File: src/rtl/tprr_pkg.sv
// tprr_pkg: types and constants of the ticket priority round-robin scheduler
// no dependencies
package tprr_pkg;

  localparam int ENTRIES = 64;
  localparam int LEVELS  = 4;
  localparam int IDX_W   = $clog2(ENTRIES);
  localparam int LVL_W   = $clog2(LEVELS);
  localparam int CNT_W   = $clog2(ENTRIES + 1);
  localparam int TK_W    = 8;
  localparam int CFG_W   = 8;
  localparam logic [TK_W-1:0] TICKETS_RST = 8'd4;
  localparam logic [7:0] PERIOD_RST = 8'd40;

  typedef enum logic [1:0] {
    ST_IDLE    = 2'd0,
    ST_READY   = 2'd1,
    ST_RUNNING = 2'd2,
    ST_UNUSED  = 2'd3
  } status_t;

  typedef enum logic [1:0] {
    OC_SWITCH = 2'd0,
    OC_KEEP   = 2'd1,
    OC_HALT   = 2'd2,
    OC_STATUS = 2'd3
  } outcome_t;

  typedef enum logic {
    CMD_YIELD  = 1'b0,
    CMD_STATUS = 1'b1
  } cmd_t;

  typedef enum logic {
    REG_TICKET_AMOUNT = 1'b0,
    REG_RESET_PERIOD  = 1'b1
  } cfg_reg_t;

  typedef enum logic [2:0] {
    S_IDLE,
    S_RD,
    S_EV,
    S_FIN_OLD,
    S_FIN_NEW
  } state_t;

endpackage

File: src/rtl/tprr_in_if.sv
// tprr_in_if: input channel, valid/ready with command payload
// depends on nothing
interface tprr_in_if;
  logic       valid;
  logic       ready;
  logic       cmd;
  logic [5:0] entry_index;
  logic       ready_flag;

  modport source (output valid, cmd, entry_index, ready_flag, input ready);
  modport sink (input valid, cmd, entry_index, ready_flag, output ready);
endinterface

File: src/rtl/tprr_out_if.sv
// tprr_out_if: result channel, valid/ready with chosen entry and outcome
// depends on nothing
interface tprr_out_if;
  logic       valid;
  logic       ready;
  logic [5:0] chosen_entry;
  logic [1:0] outcome;

  modport source (output valid, chosen_entry, outcome, input ready);
  modport sink (input valid, chosen_entry, outcome, output ready);
endinterface

File: src/rtl/ticket_priority_round_robin_scheduler.sv
// Ticket priority round-robin scheduler. A status transfer writes the table
// and is answered through the output register. A yield walks the entry table
// one entry at a time and one level per pass, each entry in two steps
// (synchronous read, then evaluate and write back on the table), and on a
// switch updates the old and new running entries in S_FIN_OLD and S_FIN_NEW.
// One item is in work at a time; no clearing pass after reset.
// depends on tprr_pkg, tprr_in_if, tprr_out_if
module ticket_priority_round_robin_scheduler
  import tprr_pkg::*;
(
  input  logic             clk,
  input  logic             rst_n,
  tprr_in_if.sink          in_ch,
  tprr_out_if.source       out_ch,
  input  logic             cfg_we,
  input  logic             cfg_index,
  input  logic [CFG_W-1:0] cfg_wdata
);

  // entry tables
  status_t                stat_mem [ENTRIES];
  logic [LVL_W+TK_W-1:0]  lt_mem   [ENTRIES];
  status_t                stat_q;
  logic [LVL_W+TK_W-1:0]  lt_q;

  state_t             state_r, state_nxt;
  logic [TK_W-1:0]    tickets_r, period_r, refill_r, refill_nxt;
  logic [7:0]         calls_r, calls_nxt;
  logic [ENTRIES-1:0] st_vld_r, st_vld_nxt, stale_r, stale_nxt;
  logic [IDX_W-1:0]   cur_r, cur_nxt, start_r, start_nxt, addr_r, addr_nxt;
  logic [IDX_W-1:0]   pick_r, pick_nxt;
  logic               cur_vld_r, cur_vld_nxt, cur_run_r, cur_run_nxt;
  logic [LVL_W-1:0]   lvl_r, lvl_nxt;
  logic [CNT_W-1:0]   k_r, k_nxt, cnt_r, cnt_nxt;
  logic               out_vld_r, out_vld_nxt;
  logic [IDX_W-1:0]   out_entry_r, out_entry_nxt;
  outcome_t           out_oc_r, out_oc_nxt;

  logic               st_we, lt_we;
  logic [IDX_W-1:0]   st_wa;
  status_t            st_wd;
  logic [LVL_W+TK_W-1:0] lt_wd;

  logic               acc;
  logic [7:0]         calls_inc;
  status_t            e_st;
  logic [LVL_W-1:0]   e_lvl;
  logic [TK_W-1:0]    e_tk;
  logic [IDX_W-1:0]   in_idx;

  assign in_ch.ready = (state_r == S_IDLE) && (!out_vld_r || out_ch.ready);
  assign acc = in_ch.valid && in_ch.ready;
  assign in_idx = IDX_W'(in_ch.entry_index);
  assign calls_inc = calls_r + 8'd1;

  assign out_ch.valid        = out_vld_r;
  assign out_ch.chosen_entry = 6'(out_entry_r);
  assign out_ch.outcome      = out_oc_r;

  always_comb begin
    e_st  = st_vld_r[addr_r] ? stat_q : ST_IDLE;
    e_lvl = stale_r[addr_r] ? '0 : lt_q[LVL_W+TK_W-1:TK_W];
    e_tk  = stale_r[addr_r] ? refill_r : lt_q[TK_W-1:0];
  end

  always_comb begin
    state_nxt     = state_r;
    refill_nxt    = refill_r;
    calls_nxt     = calls_r;
    st_vld_nxt    = st_vld_r;
    stale_nxt     = stale_r;
    cur_nxt       = cur_r;
    cur_vld_nxt   = cur_vld_r;
    cur_run_nxt   = cur_run_r;
    start_nxt     = start_r;
    addr_nxt      = addr_r;
    pick_nxt      = pick_r;
    lvl_nxt       = lvl_r;
    k_nxt         = k_r;
    cnt_nxt       = cnt_r;
    out_vld_nxt   = out_vld_r && !out_ch.ready;
    out_entry_nxt = out_entry_r;
    out_oc_nxt    = out_oc_r;
    st_we = 1'b0;
    st_wa = addr_r;
    st_wd = ST_IDLE;
    lt_we = 1'b0;
    lt_wd = '0;
    unique case (state_r)
      S_IDLE: begin
        if (acc) begin
          if (in_ch.cmd == CMD_STATUS) begin
            if (CNT_W'(in_ch.entry_index) < CNT_W'(ENTRIES)) begin
              st_we = 1'b1;
              st_wa = in_idx;
              st_wd = in_ch.ready_flag ? ST_READY : ST_IDLE;
              st_vld_nxt[in_idx] = 1'b1;
              if (cur_vld_r && cur_r == in_idx) cur_run_nxt = 1'b0;
            end
            out_vld_nxt   = 1'b1;
            out_entry_nxt = '0;
            out_oc_nxt    = OC_STATUS;
          end else begin
            if (calls_inc >= period_r) begin
              calls_nxt  = '0;
              stale_nxt  = '1;
              refill_nxt = tickets_r;
            end else begin
              calls_nxt = calls_inc;
            end
            if (cur_vld_r) begin
              start_nxt = (cur_r == IDX_W'(ENTRIES - 1)) ? '0 : cur_r + 1'b1;
              cnt_nxt   = CNT_W'(ENTRIES - 1);
            end else begin
              start_nxt = '0;
              cnt_nxt   = CNT_W'(ENTRIES);
            end
            addr_nxt  = cur_vld_r ? ((cur_r == IDX_W'(ENTRIES - 1)) ? '0 : cur_r + 1'b1) : '0;
            lvl_nxt   = '0;
            k_nxt     = '0;
            state_nxt = S_RD;
          end
        end
      end
      S_RD: begin
        state_nxt = S_EV;
      end
      S_EV: begin
        if (e_st == ST_READY && e_lvl == lvl_r &&
            (lvl_r == LVL_W'(LEVELS - 1) || e_tk != '0)) begin
          if (lvl_r != LVL_W'(LEVELS - 1)) begin
            lt_we = 1'b1;
            lt_wd = {e_lvl, e_tk - 1'b1};
            stale_nxt[addr_r] = 1'b0;
          end
          pick_nxt  = addr_r;
          state_nxt = S_FIN_OLD;
        end else begin
          if (e_st == ST_READY && e_lvl == lvl_r) begin
            lt_we = 1'b1;
            lt_wd = {lvl_r + 1'b1, tickets_r};
            stale_nxt[addr_r] = 1'b0;
          end
          state_nxt = S_RD;
          if (k_r + 1'b1 == cnt_r) begin
            if (lvl_r == LVL_W'(LEVELS - 1)) begin
              state_nxt   = S_IDLE;
              out_vld_nxt = 1'b1;
              if (cur_vld_r && cur_run_r) begin
                out_entry_nxt = cur_r;
                out_oc_nxt    = OC_KEEP;
              end else begin
                cur_vld_nxt   = 1'b0;
                cur_nxt       = '0;
                out_entry_nxt = '0;
                out_oc_nxt    = OC_HALT;
              end
            end else begin
              lvl_nxt  = lvl_r + 1'b1;
              k_nxt    = '0;
              addr_nxt = start_r;
            end
          end else begin
            k_nxt    = k_r + 1'b1;
            addr_nxt = (addr_r == IDX_W'(ENTRIES - 1)) ? '0 : addr_r + 1'b1;
          end
        end
      end
      S_FIN_OLD: begin
        if (cur_vld_r && cur_run_r) begin
          st_we = 1'b1;
          st_wa = cur_r;
          st_wd = ST_READY;
          st_vld_nxt[cur_r] = 1'b1;
        end
        state_nxt = S_FIN_NEW;
      end
      S_FIN_NEW: begin
        st_we = 1'b1;
        st_wa = pick_r;
        st_wd = ST_RUNNING;
        st_vld_nxt[pick_r] = 1'b1;
        cur_nxt       = pick_r;
        cur_vld_nxt   = 1'b1;
        cur_run_nxt   = 1'b1;
        out_vld_nxt   = 1'b1;
        out_entry_nxt = pick_r;
        out_oc_nxt    = OC_SWITCH;
        state_nxt     = S_IDLE;
      end
      default: state_nxt = S_IDLE;
    endcase
  end

  // tables: synchronous read at the scan address
  always_ff @(posedge clk) begin
    if (st_we) stat_mem[st_wa] <= st_wd;
    if (lt_we) lt_mem[addr_r] <= lt_wd;
    stat_q <= stat_mem[addr_r];
    lt_q   <= lt_mem[addr_r];
  end

  always_ff @(posedge clk) begin
    if (!rst_n) begin
      state_r   <= S_IDLE;
      tickets_r <= TICKETS_RST;
      period_r  <= PERIOD_RST;
      refill_r  <= TICKETS_RST;
      calls_r   <= 8'd1;
      st_vld_r  <= '0;
      stale_r   <= '1;
      cur_r     <= '0;
      cur_vld_r <= 1'b0;
      cur_run_r <= 1'b0;
      out_vld_r <= 1'b0;
    end else begin
      state_r   <= state_nxt;
      refill_r  <= refill_nxt;
      calls_r   <= calls_nxt;
      st_vld_r  <= st_vld_nxt;
      stale_r   <= stale_nxt;
      cur_r     <= cur_nxt;
      cur_vld_r <= cur_vld_nxt;
      cur_run_r <= cur_run_nxt;
      out_vld_r <= out_vld_nxt;
      if (cfg_we) begin
        unique case (cfg_index)
          REG_TICKET_AMOUNT: tickets_r <= cfg_wdata;
          REG_RESET_PERIOD:  period_r  <= cfg_wdata;
        endcase
      end
    end
  end

  always_ff @(posedge clk) begin
    start_r     <= start_nxt;
    addr_r      <= addr_nxt;
    pick_r      <= pick_nxt;
    lvl_r       <= lvl_nxt;
    k_r         <= k_nxt;
    cnt_r       <= cnt_nxt;
    out_entry_r <= out_entry_nxt;
    out_oc_r    <= out_oc_nxt;
  end

endmodule

File: src/flat_wrapper.sv
// flat-port wrapper written by rule: the top's interface ports become plain ports
module ticket_priority_round_robin_scheduler_flat import tprr_pkg::*;
  (clk, rst_n, cfg_we, cfg_index, cfg_wdata, in_ch_valid, in_ch_cmd, in_ch_entry_index, in_ch_ready_flag, in_ch_ready, out_ch_valid, out_ch_chosen_entry, out_ch_outcome, out_ch_ready);
  tprr_in_if in_ch_i ();
  tprr_out_if out_ch_i ();
  input  logic clk;
  input  logic rst_n;
  input  logic cfg_we;
  input  logic cfg_index;
  input  logic [CFG_W-1:0] cfg_wdata;
  input wire logic [$bits(in_ch_i.valid)-1:0] in_ch_valid;
  input wire logic [$bits(in_ch_i.cmd)-1:0] in_ch_cmd;
  input wire logic [$bits(in_ch_i.entry_index)-1:0] in_ch_entry_index;
  input wire logic [$bits(in_ch_i.ready_flag)-1:0] in_ch_ready_flag;
  output wire logic [$bits(in_ch_i.ready)-1:0] in_ch_ready;
  output wire logic [$bits(out_ch_i.valid)-1:0] out_ch_valid;
  output wire logic [$bits(out_ch_i.chosen_entry)-1:0] out_ch_chosen_entry;
  output wire logic [$bits(out_ch_i.outcome)-1:0] out_ch_outcome;
  input wire logic [$bits(out_ch_i.ready)-1:0] out_ch_ready;
  assign in_ch_i.valid = in_ch_valid;
  assign in_ch_i.cmd = in_ch_cmd;
  assign in_ch_i.entry_index = in_ch_entry_index;
  assign in_ch_i.ready_flag = in_ch_ready_flag;
  assign in_ch_ready = in_ch_i.ready;
  assign out_ch_valid = out_ch_i.valid;
  assign out_ch_chosen_entry = out_ch_i.chosen_entry;
  assign out_ch_outcome = out_ch_i.outcome;
  assign out_ch_i.ready = out_ch_ready;
  ticket_priority_round_robin_scheduler u_core (.clk(clk), .rst_n(rst_n), .in_ch(in_ch_i), .out_ch(out_ch_i), .cfg_we(cfg_we), .cfg_index(cfg_index), .cfg_wdata(cfg_wdata));
endmodule
File: config.mk
export PLATFORM = sky130hd
export DESIGN_NAME = ticket_priority_round_robin_scheduler_flat
export DESIGN_NICKNAME = d
export VERILOG_FILES = /design/src/rtl/tprr_pkg.sv /design/src/rtl/tprr_in_if.sv /design/src/rtl/tprr_out_if.sv /design/src/rtl/ticket_priority_round_robin_scheduler.sv /design/src/flat_wrapper.sv
export SDC_FILE = /design/constraint.sdc
export NUM_CORES = 1
export LEC_CHECK = 0
export BUFFER_PORTS_ARGS = -buffer_cell sky130_fd_sc_hd__buf_4
export CAP_MARGIN = 20
export CORE_MARGIN = 2
export CORE_UTILIZATION = 50
export CTS_CLUSTER_DIAMETER = 40
export DETAILED_ROUTE_END_ITERATION = 10
export PLACE_DENSITY = 0.71
export SLEW_MARGIN = 25
export SYNTH_ARGS = -nofsm -noshare
export SYNTH_HDL_FRONTEND = slang
export SYNTH_SLANG_ARGS = --single-unit
File: constraint.sdc
create_clock -name clk -period 7.8 [get_ports clk]
set_input_delay 0.39 -clock clk [delete_from_list [all_inputs] [get_ports clk]]
set_output_delay 0.39 -clock clk [all_outputs]
set_load 0.02 [all_outputs]
==> impl_metrics.ini, run 1 <==
[run_status]
status = completed

[sta]
hold_viol_final = 0
rsz0062_at_grt = false
period_needed_ps = 6050
clock_skew_ps = 65.5
slew_headroom = 0.288
holdWs_ps = 81.1
finalMaxSlewViolations = 0
worstMarginPinSlew_ps = 1070
setup_tns_ps = 0
period_share = 0.776
setup_viol_count_final = 0
max_clock_freq_ghz = 0.165

[clocking]
cts_max_path_buffers = 3
cts_sinks = 989
insertion_delay_ps = 710
postCtsResizedCells = 0
htreeDepth = 3
cts_tree = yes
cts-root-buf = clkbuf_16
numCtsBuffers = 109
clk_pin_slew_ps = 60

[setup_path]
r2r_start = u_core.addr_r[0]$_DFFE_PP_
crit_arrival_ps = 6540
crit_fanout = 34
path_class = flop to flop
reg2reg_slack_ps = 1750
crit_path_cell_trace = buf_4, inv_2, nand2_1, a21oi_1, nor4_4, nand2_1, mux2i_1, ha_1, nand2_1, or4_1, nor2_1, mux2i_1, o21ai_0, a21boi_4, buf_4
r2r_end = u_core.lt_mem[33][7]$_DFFE_PP_
r2r_cells = 15
worstPathRequired_ps = 8290
critPathMaxStageDelay_ps = 940
end_kind = flop
crit_path_frequent_cell = nand2_1
cp_slowest_cell = edfxtp_1
crit_path_start_kind = flop

[yosys]
postSynthCellCount = 2783
synth_compound_area_frac = 0.144
async_flop_share = 0
yosysWarningCount = 0
synthDistinctLibCells = 70
synth_top_family_by_area = compound AO/OA/AOI/OAI gates
synth-edff-count = 805
muxShareOfSynthArea = 0.0220
ys_ff_latch = 989
syn_avg_cell_area_um2 = 14.1
synth-xor-area-share = 0.00781
syn_area_um2 = 39300
synth-simple-area-share = 0.0838
synth_fp_nets = 2819
synthAdderAreaFrac = 0.00446
yosysSeqAreaShare = 0.710
ys.flop_type = edfxtp_1

[floorplan]
std_cell_rows = 102
io_pins = 32
core-area_um2 = 77600
initial_core_util = 0.506
dieHeight_um = 284
dieArea_um2 = 80800
die_x_um = 284

[routing]
drt_iter0_drc = 3283
ant_nets = 0
drtPass1Iterations = 8
wl_um = 108000
drt_drc_violations_left = 0
avgRoutedWirePerCell_um = 27.5
vias = 25600
drt-vias-per-instance = 6.54

[final_layout]
nNetsFinal = 2817
area_growth_syn_to_layout_pct = 13.2
finalInstanceArea_um2 = 44400
final_common_cell = edfxtp_1
drive_gt1_frac = 0.125
layout_common_cells = edfxtp_1 (805), a22oi_1 (330), nor2_1 (220)

[min_path]
min_from = cfg_index
holdCritPathClass = input port to flop
whs_path_depth = 4
whs_endpoint = u_core.tickets_r[1]$_SDFFE_PN0P_

[global_route]
grt_use_total = 0.264
grt_pass1_wl_um = 161000
antenna_found_initial = 3
grt_max_degree = 105
grt_pass1_vias = 24700
grt-ovfl-total = 0

[power]
p_leak_nw = 13.4
peakVddDrop_uv = 192
power_w = 0.0117
power_density_nw_per_um2 = 264

[place]
io_buffer_count = 31
place_congestion = 0.908
dpl_cell_area_um2 = 40500
dp_hpwl_um = 63100

[flow_run]
maxCapViolations = 0
[timing repair]
item | CTS | global route
hold endpoints to repair | 16 | 0
setup buffers | 0 | 0
setup endpoints to repair | 0 | 0
hold buffers | 8 | 0
[kinds of logic (layout without fill, tap and decap cells)]
family,Yosys count,in the layout
other cells,0,1
mux,56,56
fa+ha+maj,14,14
xor+xnor,35,35
buf+inv,277,371
compound gates,750,750
simple gates,662,662
flops,989,989
[area by class of cell]
class	instances	area (um^2)
well taps	1040	1300
repair buffers	80	656
clock buffers	138	2950
inverters	84	315
diodes	1	2.50
flip-flops and latches	989	27900
multi-input cells	1517	10400
clock inverters	69	911
fillers	5983	33200
[report_power, final]
| group | switching (W) | total (W) | leakage [nW] | internal [W] |
|---|---|---|---|---|
| Clock | 0.00219 | 0.00541 | 1.87 | 0.00322 |
| Combinational | 0.000420 | 0.000619 | 4.10 | 0.000199 |
| Sequential | 0.0000287 | 0.00569 | 7.44 | 0.00566 |
| Total | 0.00264 | 0.0117 | 13.4 | 0.00908 |
[critical path: cells and delay by family (launching register included)]
family | cells | cell delay (ps)
buf+inv | 3 | 1110
fa+ha+maj | 1 | 320
mux | 2 | 840
flops | 1 | 940
compound gates | 3 | 1270
simple gates | 6 | 1280
[worst max-delay path by stage]
stage / startpoint / to / slack, ps / cells past startpoint
3_5_place_dp: u_core.addr_r[0]$_DFFE_PP_ / u_core.lt_mem[36][7]$_DFFE_PP_ / 1790 / 15
4_1_cts: u_core.addr_r[0]$_DFFE_PP_ / u_core.lt_mem[36][7]$_DFFE_PP_ / 1770 / 15
2_1_floorplan: u_core.addr_r[0]$_DFFE_PP_ / u_core.lt_mem[0][0]$_DFFE_PP_ / 960 / 16
5_1_grt: u_core.addr_r[0]$_DFFE_PP_ / u_core.lt_mem[50][2]$_DFFE_PP_ / 1250 / 15
6_report: u_core.addr_r[0]$_DFFE_PP_ / u_core.lt_mem[33][7]$_DFFE_PP_ / 1750 / 15
3_3_place_gp: u_core.addr_r[3]$_DFFE_PP_ / u_core.lt_mem[52][2]$_DFFE_PP_ / 1950 / 14
[cell usage after synthesis, drive strengths merged, types with 4 or more instances]
| library cell | count | area share |
|---|---|---|
| edfxtp | 805 | 0.62 |
| a22oi | 330 | 0.063 |
| nor2 | 222 | 0.021 |
| dfxtp | 184 | 0.094 |
| clkbuf | 134 | 0.013 |
| nand2 | 134 | 0.013 |
| nand3 | 120 | 0.018 |
| inv | 84 | 0.0080 |
| a21oi | 75 | 0.0097 |
| a21o | 66 | 0.013 |
| nand4 | 64 | 0.010 |
| buf | 59 | 0.0078 |
| a221oi | 53 | 0.012 |
| a22o | 51 | 0.011 |
| o21a | 44 | 0.0084 |
| nor3 | 31 | 0.0040 |
| a31oi | 26 | 0.0041 |
| mux4 | 23 | 0.013 |
| a222oi | 21 | 0.0054 |
| mux2i | 21 | 0.0054 |
| o21ai | 20 | 0.0025 |
| xnor2 | 20 | 0.0045 |
| xor2 | 15 | 0.0033 |
| ha | 14 | 0.0045 |
| nor3b | 14 | 0.0029 |
| a41oi | 12 | 0.0027 |
| mux2 | 12 | 0.0034 |
| nor4 | 11 | 0.0025 |
| and3 | 10 | 0.0016 |
| o211ai | 10 | 0.0019 |
| and3b | 9 | 0.0020 |
| nand2b | 9 | 0.0014 |
| nor2b | 8 | 0.0013 |
| a21boi | 7 | 0.0013 |
| a32o | 6 | 0.0015 |
| nand3b | 6 | 0.0011 |
| and2 | 5 | 0.00080 |
| a221o | 4 | 0.0010 |
| a32oi | 4 | 0.00089 |
| o31ai | 4 | 0.00076 |
| or3 | 4 | 0.00064 |
[state kept, by name, summed over array words and instances (netlist names), 8 cells and up]
signal	count
u_core.refill_r	8
u_core.period_r	8
u_core.calls_r	8
u_core.tickets_r	8
u_core.st_vld_r	64
u_core.lt_q	10
u_core.stale_r	64
u_core.lt_mem	640
u_core.stat_mem	128
[per-layer routing]
metal,vias to the layer above,share of wire,GRT usage
li1,11000,-,-
met5,-,0.000093,0
met3,242,0.11,0.0537
met1,12800,0.40,0.374
met4,2,0.036,0.0991
met2,1614,0.46,0.403
[per-stage QoR]
step           setup WS, ps   util  std cells
2_1_floorplan           958      -       2783
3_5_place_dp           1790  0.522       3700
4_1_cts                1770  0.572       3915
6_report               1750  0.573       3918
5_1_grt                1250  0.573       3917
3_3_place_gp           1950  0.522       3700
No activity file was read; power rests on OpenSTA's default activity.
==> run 2, diff against run 1 <==
==> constraint.sdc (replaced) <==
create_clock -name clk -period 6.2 [get_ports clk]
set_input_delay 0.31 -clock clk [delete_from_list [all_inputs] [get_ports clk]]
set_output_delay 0.31 -clock clk [all_outputs]
set_load 0.02 [all_outputs]
==> run 2 against run 1 <==
Net effect: non-clock buffer count is 13 higher; core utilization fell by 0.30 points; critical path depth decreased by 1; die area unchanged; fmax is 14% higher; clock power rose by 13%; global-route usage decreased by 0.40 points; via count is 0.18% lower; worst setup slack lost 840 ps; power rose by 20%; clock skew is 43 ps lower; sequential power increased by 26%; critical path type unchanged; highest routed layer is now met4.
==> impl_metrics.ini, run 2 (synthesized netlist as in run 1, its figures left out) <==
[final_layout]
layout_common_cells = edfxtp_1 (805), a22oi_1 (330), nor2_1 (221)
area_growth_syn_to_layout_pct = 12.6
drive_gt1_frac = 0.121
largest_reg_flops = 640
fill_cells = 6038
n_antenna_cell = 0
regMostFlops = u_core.lt_mem
final_common_cell = edfxtp_1
top_regs = u_core.lt_mem (640), u_core.stat_mem (128)
finalInstanceArea_um2 = 44200
nNetsFinal = 2828
final_util = 0.570

[place]
dp_hpwl_um = 62900
pre_cts_slack_ps = 971
dpl_cell_area_um2 = 40700
io_buffer_count = 31
place_congestion = 0.899

[sta]
setup_viol_count_final = 0
slew_headroom = 0.348
worstMarginPinSlew_ps = 971
finalMaxSlewViolations = 0
period_share = 0.853
hold_viol_final = 0
clock_skew_ps = 22.3
period_needed_ps = 5290
holdWs_ps = 73.5
max_clock_freq_ghz = 0.189
rsz0062_at_grt = false
worst_slack_ps = 911
setup_tns_ps = 0

[power]
p_leak_nw = 13.3
peakVddDrop_uv = 243
power_density_nw_per_um2 = 318

[setup_path]
reg2reg_slack_ps = 910
r2r_start = u_core.addr_r[2]$_DFFE_PP_
crit_fanout = 19
r2r_end = u_core.k_r[4]$_SDFFCE_PN0P_
path_class = flop to flop
r2r_cells = 14
end_kind = flop
worstPathRequired_ps = 6510
crit_path_start_kind = flop
crit_arrival_ps = 5590

[clocking]
htreeDepth = 3
cts_max_path_buffers = 3
cts_tree = yes
cts_sinks = 989
numCtsBuffers = 107
insertion_delay_ps = 680
postCtsResizedCells = 0
cts-root-buf = clkbuf_16
clk_pin_slew_ps = 60

[min_path]
holdCritPathClass = input port to flop
min_from = cfg_we
whs_path_depth = 4
whs_endpoint = u_core.period_r[7]$_SDFFE_PN0P_

[routing]
drt_drc_violations_left = 0
drt_iter0_drc = 3338
vias = 25600
wl_um = 107000
avgRoutedWirePerCell_um = 27.2
drtPass1Iterations = 9
ant_nets = 0
drt-vias-per-instance = 6.52

[global_route]
grt_use_total = 0.260
grt_pass1_vias = 25600
grt_pass1_wl_um = 159000
grt-ovfl-total = 0
grt_max_degree = 103
antenna_found_initial = 1

[floorplan]
dieHeight_um = 284
dieArea_um2 = 80800
std_cell_rows = 102
initial_core_util = 0.506
io_pins = 32
core-area_um2 = 77600
die_x_um = 284

[run_status]
status = completed

[flow_run]
maxCapViolations = 0
## run 2: changes by cell type in the layout (fill, tap and decap cells not counted), sizes merged
| cell | before | now |
|---|---|---|
| clkinv | 29 | 44 |
| buf | 71 | 83 |
| clkbuf | 139 | 128 |
| bufinv | 15 | 5 |
| diode | 1 | 0 |
| dlygate4sd3 | 8 | 9 |
| inv | 99 | 98 |
## run 2: worst max path at each step
stage                          startpoint  slack (ps)  depth (start not counted)                            end
2_1_floorplan  u_core.addr_r[0]$_DFFE_PP_         430                         16  u_core.lt_mem[0][9]$_DFFE_PP_
3_3_place_gp   u_core.addr_r[2]$_DFFE_PP_         970                         14     u_core.addr_r[1]$_DFFE_PP_
3_5_place_dp   u_core.addr_r[2]$_DFFE_PP_         970                         14     u_core.addr_r[2]$_DFFE_PP_
4_1_cts        u_core.addr_r[2]$_DFFE_PP_         970                         14    u_core.k_r[1]$_SDFFCE_PN0P_
5_1_grt        u_core.addr_r[2]$_DFFE_PP_         480                         14    u_core.k_r[0]$_SDFFCE_PN0P_
6_report       u_core.addr_r[2]$_DFFE_PP_         910                         14    u_core.k_r[4]$_SDFFCE_PN0P_
## run 2: area by class of cell
| class | count | area, um^2 | area share |
|---|---|---|---|
| clock buffers | 127 | 2770 | 0.0627 |
| clock inverters | 73 | 649 | 0.0147 |
| repair buffers | 93 | 858 | 0.0194 |
| well taps | 1040 | 1300 | 0.0294 |
| multi-input cells | 1517 | 10500 | 0.236 |
| flip-flops and latches | 989 | 27900 | 0.630 |
| inverters | 84 | 315 | 0.00713 |
## run 2: timing repair
item,in CTS,in global routing
setup buffers,0,0
hold endpoints to repair,16,0
endpoints found under the setup margin,0,0
hold buffers,9,0
## run 2: routing by layer
| layer | vias to the layer above | wire (um) | track usage | part of all wire |
|---|---|---|---|---|
| met5 | - | 0 | 0 | 0 |
| met4 | 0 | 3810 | 0.107 | 0.036 |
| met3 | 256 | 10100 | 0.0460 | 0.095 |
| met2 | 1501 | 49400 | 0.406 | 0.46 |
| met1 | 12800 | 43200 | 0.361 | 0.41 |
| li1 | 11000 | - | - | - |
## run 2: worst max-delay path, stage by stage, from the launching register on
cell and delay, ps:
edfxtp_1 910, mux4_2 460, a21oi_1 170, nand4_1 140, a21oi_2 310, nand2_1 100
buf_4 210, mux2i_1 200, ha_1 330, nand2_1 140, or4_1 440, nor2_1 130
mux2i_1 260, o21bai_1 460, a41o_1 650
## run 2: report_power, final
part           total [W]  internal, W  switching (W)
combinational   0.000796     0.000257       0.000539
sequential       0.00715      0.00712      0.0000305
clock            0.00611      0.00345        0.00265
total             0.0141       0.0108        0.00322
## run 2: stage by stage
step	total power, W	std cells
4_1_cts	0.0141	3922
5_1_grt	0.0144	3923
3_5_place_dp	0.00806	3713
3_3_place_gp	0.00806	3713
2_1_floorplan	0.00777	2783
6_report	0.0141	3923
